==> src/rtl/core/double_to_float_pair_split_macros.svh <==
// Assertion macros for the pair split block.
`ifndef DOUBLE_TO_FLOAT_PAIR_SPLIT_MACROS_SVH
`define DOUBLE_TO_FLOAT_PAIR_SPLIT_MACROS_SVH
// Implication checked on every rising clock edge outside reset.
`define DFPS_ASSERT_IMP(lbl, ante, cons) \
	lbl: assert property (@(posedge clk) disable iff (!arst_n) (ante) |-> (cons)) \
		else $error("dfps check failed");
// Next-cycle implication.
`define DFPS_ASSERT_NXT(lbl, ante, cons) \
	lbl: assert property (@(posedge clk) disable iff (!arst_n) (ante) |=> (cons)) \
		else $error("dfps check failed");
`endif

==> src/rtl/core/dfps_pkg.sv <==
// ----------------------------------------------------------------------------
// dfps_pkg
// Shared types and constants for the binary64 to binary32 pair split.
// ----------------------------------------------------------------------------
package dfps_pkg;
	localparam logic [31:0] F32_INF  = 32'h7F80_0000;
	localparam logic [31:0] F32_QNAN = 32'h7FC0_0000;

	// Split result of one part, before rounding.
	typedef struct packed {
		logic        zero;
		logic [5:0]  top;
		logic [52:0] mag;
	} part_t;

	// Per-item class carried along the pipe.
	typedef struct packed {
		logic        sign;
		logic        special;
		logic [31:0] hi_spec;
		logic [31:0] lo_spec;
		logic signed [12:0] e;
	} item_t;

	function automatic logic [5:0] msb_pos(input logic [52:0] m);
		logic [5:0] p;
		p = '0;
		for (int i = 0; i < 53; i++)
			if (m[i]) p = 6'(i);
		return p;
	endfunction
endpackage

==> src/rtl/core/dfps_round.sv <==
// ----------------------------------------------------------------------------
// dfps_round
// Registered round-to-nearest-even of mag * 2^e to binary32 (two stages).
// ----------------------------------------------------------------------------
module dfps_round (
	input  logic               clk,
	input  logic               en,
	input  logic               sign,
	input  dfps_pkg::part_t    part,
	input  logic signed [12:0] e,
	output logic [31:0]        bits
);
	import dfps_pkg::*;

	logic signed [13:0] lsb_c, sh_c;
	logic signed [13:0] lsb_s1, sh_s1;
	logic [52:0] mag_s1;
	logic        zero_s1, sign_s1;
	logic [52:0] q_c, rest_c, half_c, mask_c;
	logic        up_c;
	logic [33:0] sum_c;
	logic [31:0] res_c;

	always_comb begin
		lsb_c = 14'(signed'({1'b0, part.top})) + 14'(e) - 14'sd23;
		if (lsb_c < -14'sd149) lsb_c = -14'sd149;
		sh_c = lsb_c - 14'(e);
	end

	always_ff @(posedge clk) begin
		if (en) begin
			lsb_s1  <= lsb_c;
			sh_s1   <= sh_c;
			mag_s1  <= part.mag;
			zero_s1 <= part.zero;
			sign_s1 <= sign;
		end
	end

	always_comb begin
		q_c = '0; rest_c = '0; half_c = '0; mask_c = '0; up_c = 1'b0;
		if (sh_s1 <= 0) begin
			q_c = mag_s1 << 6'(-sh_s1);
		end else if (sh_s1 < 14'sd54) begin
			mask_c = (53'(1) << 6'(sh_s1)) - 53'(1);
			rest_c = mag_s1 & mask_c;
			half_c = 53'(1) << 6'(sh_s1 - 14'sd1);
			q_c    = mag_s1 >> 6'(sh_s1);
			up_c   = (rest_c > half_c) || (rest_c == half_c && q_c[0]);
		end else begin
			q_c = '0;
		end
		sum_c = 34'(lsb_s1 + 14'sd149) << 23;
		sum_c = sum_c + 34'(q_c[24:0]) + 34'(up_c);
		if (zero_s1 || (sh_s1 >= 14'sd54)) res_c = {sign_s1, 31'd0};
		else if (sum_c >= 34'(F32_INF)) res_c = {sign_s1, F32_INF[30:0]};
		else res_c = {sign_s1, sum_c[30:0]};
	end

	always_ff @(posedge clk) begin
		if (en) bits <= res_c;
	end
endmodule

==> src/rtl/core/dfps_split.sv <==
// ----------------------------------------------------------------------------
// dfps_split
// Decode the binary64 input and split the significand at 2^SPLIT_EXPONENT.
// ----------------------------------------------------------------------------
module dfps_split #(
	parameter int SPLIT_EXPONENT = 16
) (
	input  logic                  clk,
	input  logic                  en,
	input  logic [63:0]           value_bits,
	output dfps_pkg::item_t       item_s1,
	output dfps_pkg::part_t       hi_s1,
	output dfps_pkg::part_t       lo_s1
);
	import dfps_pkg::*;

	logic [10:0] ef;
	logic [51:0] fr;
	logic [52:0] sig, hi_m, lo_m;
	logic signed [12:0] e;
	logic signed [13:0] k;
	item_t it;

	always_comb begin
		ef  = value_bits[62:52];
		fr  = value_bits[51:0];
		sig = (ef == '0) ? {1'b0, fr} : {1'b1, fr};
		e   = (ef == '0) ? -13'sd1074 : 13'(signed'({2'b0, ef})) - 13'sd1075;
		k   = 14'(SPLIT_EXPONENT) - 14'(e);
		if (k <= 0) begin
			hi_m = sig; lo_m = '0;
		end else if (k >= 14'sd53) begin
			hi_m = '0; lo_m = sig;
		end else begin
			hi_m = (sig >> 6'(k)) << 6'(k);
			lo_m = sig - hi_m;
		end
		it.sign    = value_bits[63];
		it.e       = e;
		it.special = (ef == '1);
		if (fr == '0) begin
			it.hi_spec = {value_bits[63], F32_INF[30:0]};
			it.lo_spec = F32_QNAN;
		end else begin
			it.hi_spec = {value_bits[63], F32_QNAN[30:0]} | {10'd0, fr[50:29]};
			it.lo_spec = it.hi_spec;
		end
	end

	always_ff @(posedge clk) begin
		if (en) begin
			item_s1 <= it;
			hi_s1   <= '{zero: hi_m == '0, top: msb_pos(hi_m), mag: hi_m};
			lo_s1   <= '{zero: lo_m == '0, top: msb_pos(lo_m), mag: lo_m};
		end
	end
endmodule

==> src/rtl/core/double_to_float_pair_split.sv <==
// ----------------------------------------------------------------------------
// Binary64 to binary32 high/low pair split.
// Input channel s_axis: one binary64 bit pattern per transfer on s_axis_tdata.
// Output channel m_axis: per input one transfer with the high part in
// bits 31:0 and the low remainder in bits 63:32 of m_axis_tdata.
// The high part is the magnitude truncated to a multiple of 2^SPLIT_EXPONENT,
// the low part the exact remainder, both rounded to nearest even.
// Four register stages: one split stage, two rounding stages, one output
// register. One item per cycle is sustained while m_axis_tready stays high;
// valid bits travel with the data. While m_axis_tvalid is high and
// m_axis_tready low the whole pipe holds; s_axis_tready is high whenever
// the output register is empty or being drained, so a stall loses and
// repeats nothing. Reset clears all valid bits; no data is held.
// ----------------------------------------------------------------------------
module double_to_float_pair_split #(
	parameter int SPLIT_EXPONENT = 16
) (
	input  logic        clk,
	input  logic        arst_n,
	input  logic        s_axis_tvalid,
	output logic        s_axis_tready,
	input  logic [63:0] s_axis_tdata,  // [63:0] value_bits
	output logic        m_axis_tvalid,
	input  logic        m_axis_tready,
	output logic [63:0] m_axis_tdata   // [31:0] high_bits, [63:32] low_bits
);
	import dfps_pkg::*;
	`include "double_to_float_pair_split_macros.svh"

	logic   en;
	logic   v_s1, v_s2, v_s3;
	logic   lo_sign;
	item_t  item_s1, item_s2, item_s3;
	part_t  hi_s1, lo_s1;
	logic [31:0] hi_r, lo_r;

	assign en            = !m_axis_tvalid || m_axis_tready;
	assign s_axis_tready = en;
	// an exact zero remainder is +0 whatever the input sign
	assign lo_sign       = item_s1.sign && !lo_s1.zero;

	dfps_split #(.SPLIT_EXPONENT(SPLIT_EXPONENT)) u_split (
		.clk, .en, .value_bits(s_axis_tdata), .item_s1, .hi_s1, .lo_s1
	);

	dfps_round u_hi (.clk, .en, .sign(item_s1.sign), .part(hi_s1),
		.e(item_s1.e), .bits(hi_r));
	dfps_round u_lo (.clk, .en, .sign(lo_sign), .part(lo_s1),
		.e(item_s1.e), .bits(lo_r));

	always_ff @(posedge clk) begin
		if (en) begin
			item_s2 <= item_s1;
			item_s3 <= item_s2;
		end
	end

	always_ff @(posedge clk or negedge arst_n) begin
		if (!arst_n) begin
			v_s1 <= 1'b0; v_s2 <= 1'b0; v_s3 <= 1'b0; m_axis_tvalid <= 1'b0;
		end else if (en) begin
			v_s1          <= s_axis_tvalid;
			v_s2          <= v_s1;
			v_s3          <= v_s2;
			m_axis_tvalid <= v_s3;
		end
	end

	always_ff @(posedge clk) begin
		if (en) begin
			if (item_s3.special) m_axis_tdata <= {item_s3.lo_spec, item_s3.hi_spec};
			else m_axis_tdata <= {lo_r, hi_r};
		end
	end

	`DFPS_ASSERT_NXT(a_hold, m_axis_tvalid && !m_axis_tready, m_axis_tvalid)
	`DFPS_ASSERT_IMP(a_rdy, !m_axis_tvalid, s_axis_tready)
	`DFPS_ASSERT_NXT(a_adv, en && v_s3, m_axis_tvalid)
endmodule

==> config.mk <==
export PLATFORM = sky130hd
export DESIGN_NAME = double_to_float_pair_split
export DESIGN_NICKNAME = d
export VERILOG_FILES = /design/src/rtl/core/dfps_pkg.sv /design/src/rtl/core/dfps_round.sv /design/src/rtl/core/dfps_split.sv /design/src/rtl/core/double_to_float_pair_split.sv
export VERILOG_INCLUDE_DIRS = /design/src /design/src/rtl/core
export SDC_FILE = /design/constraint.sdc
export NUM_CORES = 2
export LEC_CHECK = 0
export BUFFER_PORTS_ARGS = -buffer_cell sky130_fd_sc_hd__buf_2
export CORE_UTILIZATION = 25
export CTS_CLUSTER_DIAMETER = 120
export DETAILED_ROUTE_END_ITERATION = 6
export GPL_TIMING_DRIVEN = 0
export HOLD_SLACK_MARGIN = 0.05
export PLACE_DENSITY_LB_ADDON = 0.1
export SLEW_MARGIN = 25
export SYNTH_ARGS = -nofsm -noshare
export SYNTH_HDL_FRONTEND = slang
export SYNTH_SLANG_ARGS = --single-unit
==> constraint.sdc <==
create_clock -name clk -period 42.9 [get_ports clk]
set_input_delay 4.29 -clock clk [delete_from_list [all_inputs] [get_ports clk]]
set_output_delay 4.29 -clock clk [all_outputs]
set_load 0.02 [all_outputs]
==> flow_summary_export.csv <==
group,metric,value,unit
finish,final_nets,6278,
finish,mostFrequentLayoutCells,"nand2_1, edfxtp_1, nor2_1, a21oi_1, o21ai_0",
critical_path,startpoint_type,"input port",
sta,slew_viol_final,0,
critical_path,path_delay_family,"compound AO/OA/AOI/OAI gates",
sta,tns,0,ns
clock_tree,post-cts-setup-buffers,0,
floorplanning,rows,165,
floorplanning,die_area,206000,sq um
finish,final_cell_area,57600,sq um
power_and_ir_drop,share_comb_of_total_power,69.8,%
critical_path,critPathMaxFanout,11,
floorplanning,core_area,203000,sq um
drt,ant_nets,0,
grt,grt.overflow.total,0,
drt,remaining_drc_errors,0,
power_and_ir_drop,peakVddDrop,0.0410,mV
critical_path,cpPeakStageDelay,0.97,ns
yosys,ys_warn_count,0,
drt,detail_route.wl_per_cell,34.5,um
critical_path,required,43.24,ns
yosys,synth-edff-count,496,
drt,first_pass_iters,7,
drt,dr.first_iter.drc_count,6185,
run_status,outcome,"completed",
yosys,synthTopCellsByArea,"edfxtp_1, mux4_2, ha_1",
critical_path,critPathBufInv,9,
drt,vias_per_cell,6.00,
job,cap_violations,0,
sta,relSlewSlack,15.3,%
yosys,synth_seq_cells,500,
worst_hold_path,hold_path_class,"flip-flop to flip-flop",
yosys,syn_area,51200,sq um
floorplanning,initial_core_util,25.2,%
yosys,synth_nets,6058,
place,dpl.hpwl,241000,um
drt,wl,300000,um
power_and_ir_drop,swShare,53.5,%
place,port_buffers,128,
clock_tree,path_clk_slew,0.08,ns
power_and_ir_drop,leakagePower,20.5,nW
yosys,avgSynthCellArea,8.92,sq um
yosys,synth_top_flop_cell,"edfxtp_1",
sta,tightest_slew,1.27,ns
grt,grt_pass1_wl,411000,um
grt,antenna_found_initial,21,
power_and_ir_drop,clkPwrFrac,9.9,%
sta,clock_skew,0.0629,ns
power_and_ir_drop,power_density,81.9,nW/um^2
finish,final_common_cell,"nand2_1",
critical_path,cp-end-kind,"flip-flop",
sta,period_minus_slack,17.28,ns
yosys,synth.distinct_cells,125,
sta,fin_crit_sh,40.3,%
place,gp_congestion,1.01,
critical_path,crit_arrival,17.62,ns
clock_tree,cts_buffers,55,
sta,finalHoldViolations,0,
critical_path,worstSetupPathType,"input port to flip-flop",
clock_tree,post_cts_resized,0,
sta,rsz0062_at_grt,"no",
drt,num_vias,52044,
critical_path,cp_slowest_cell,"o22ai_1",
floorplanning,ios,134,
sta,setup_violations,0,
finish,fin_util,28.4,%
power_and_ir_drop,switchingPower,0.00253,W
clock_tree,htreeDepth,2,
clock_tree,clock_latency,0.67,ns
power_and_ir_drop,internal-power,0.00219,W
floorplanning,die_w,454,um
clock_tree,clock-root-buffer,"clkbuf_16",
sta,fmax,57.9,MHz
clock_tree,clock_path_buffers,3,
grt,grt_max_degree,53,
finish,nFillCells,21820,
clock_tree,tritoncts,"done",
yosys,synth_largest_area_cell,"edfxtp_1",
yosys,ys_async_sr_fraction,0.800,%
finish,final_layout_size_suffix_gt1_share,13.5,%
yosys,synth_top_area_share,29.1,%
clock_tree,clock_sinks,500,
grt,grt_usage,28.1,%
finish,areaGrowthSynthToFinish,12.7,%
place,place_area,55800,sq um
clock_tree,holdBufCountCts,0,
power_and_ir_drop,p_seq_share,20.3,%
floorplanning,die_h,454,um
yosys,syn_inst,5736,
grt,grt_pass1_vias,49954,
yosys,ys_seq_area_share,29.3,%
cell families (layout without fill, tap and decap cells):
| logic type | count (synthesis) | count (layout) | synth area share, % |
|---|---|---|---|
| other cells | 0 | 5 | 0 |
| buf+inv | 677 | 939 | 5.70 |
| mux | 446 | 446 | 13.5 |
| fa+ha+maj | 254 | 254 | 6.29 |
| simple gates | 1938 | 1938 | 18.7 |
| compound gates | 1718 | 1718 | 23.0 |
| flops | 500 | 500 | 29.3 |
| xor+xnor | 203 | 203 | 3.49 |
through the flow:
step | setup WS (ns) | total power, W | std cells | hold WS [ns]
6_report | 25.62 | 0.00472 | 8675 | 0.372
5_1_grt | 25.26 | 0.00497 | 8672 | 0.387
4_1_cts | 25.96 | 0.00465 | 8668 | 0.371
3_5_place_dp | 25.25 | 0.00417 | 8569 | 0.405
3_3_place_gp | 14.79 | 0.00428 | 8536 | 0.400
2_1_floorplan | 22.27 | 0.00304 | 5736 | 0.400
area by class of cell:
cell class	instances	area (sq um)	share of cell area, %
multi-input combinational	4559	33500	58.1
sequential	500	15000	26.0
clock inverter	37	365	0.634
buffer	465	2140	3.72
tap	2672	3340	5.80
timing repair buffer	163	1110	1.93
inverter	212	796	1.38
antenna	5	12.5	0.0217
clock buffer	62	1400	2.43
worst register-to-register path, delay by kind of cell, from the launching register on:
kind	cells	cell delay, ns
adders and majority gates	3	0.77
AOI/OAI and AO/OA	12	2.90
DFF	1	0.47
muxes	1	0.28
buffers and inverters	10	3.33
and+or+nand+nor	19	5.07
synth_stat cells, drive strengths merged (114+ instances only):
library cell and instances:
nand2 566, edfxtp 496, nor2 417, a21oi 381, o21ai 357, clkbuf 292, ha 249, inv 208
mux4 188, mux2i 186, nand3 178, buf 172, nor3 137, xnor2 135, nand4 114
sequential cells by signal, indices dropped and copies added, names as in the netlist:
signal,cells
item_s2,26
item_s3,26
m_axis_tdata,64
m_axis_tvalid,1
u_hi.bits,31
u_hi.lsb_s1,11
u_hi.mag_s1,53
u_hi.sh_s1,14
u_hi.zero_s1,1
u_lo.bits,32
u_lo.lsb_s1,11
u_lo.mag_s1,53
u_lo.sh_s1,14
u_lo.sign_s1,1
u_lo.zero_s1,1
u_split.hi_s1,60
u_split.item_s1,38
u_split.lo_s1,60
v_s1,1
v_s2,1
v_s3,1
path summary, 6_finish.rpt:
| kind | from | depth (start not counted) | end | slack [ns] |
|---|---|---|---|---|
| setup reg to reg | u_hi.sh_s1[2]$_DFFE_PP_ | 45 | u_hi.bits[4]$_SDFFCE_PP0P_ | 29.90 |
| hold reg to reg | item_s2[44]$_DFFE_PP_ | 0 | item_s3[44]$_DFFE_PP_ | 0.37 |
| max in group asynchronous | arst_n | 1 | v_s3$_DFFE_PN0P_ | 39.34 |
| min in group asynchronous | arst_n | 1 | m_axis_tvalid$_DFFE_PN0P_ | 3.44 |
| hold / removal | item_s2[44]$_DFFE_PP_ | 0 | item_s3[44]$_DFFE_PP_ | 0.37 |
| setup / recovery | s_axis_tdata[52] | 38 | u_split.lo_s1[53]$_SDFFCE_PP0P_ | 25.62 |
power by group through the flow:
stage	clock, W	combinational [W]	sequential [W]
after floorplan	0	0.00209	0.000949
after global placement	0	0.00321	0.00107
after detailed placement	0	0.00320	0.000964
after CTS	0.000482	0.00322	0.000954
after global routing	0.000497	0.00350	0.000969
final	0.000465	0.00330	0.000960
per-layer routing:
layer / GRT usage (%) / wire (um) / up-vias
li1: - / - / 22555
met1: 36.7 / 126000 / 26006
met2: 44.0 / 133000 / 2808
met3: 3.49 / 19700 / 671
met4: 17.2 / 21200 / 4
met5: 0 / 26 / -
(Power assumes the default switching activity.)
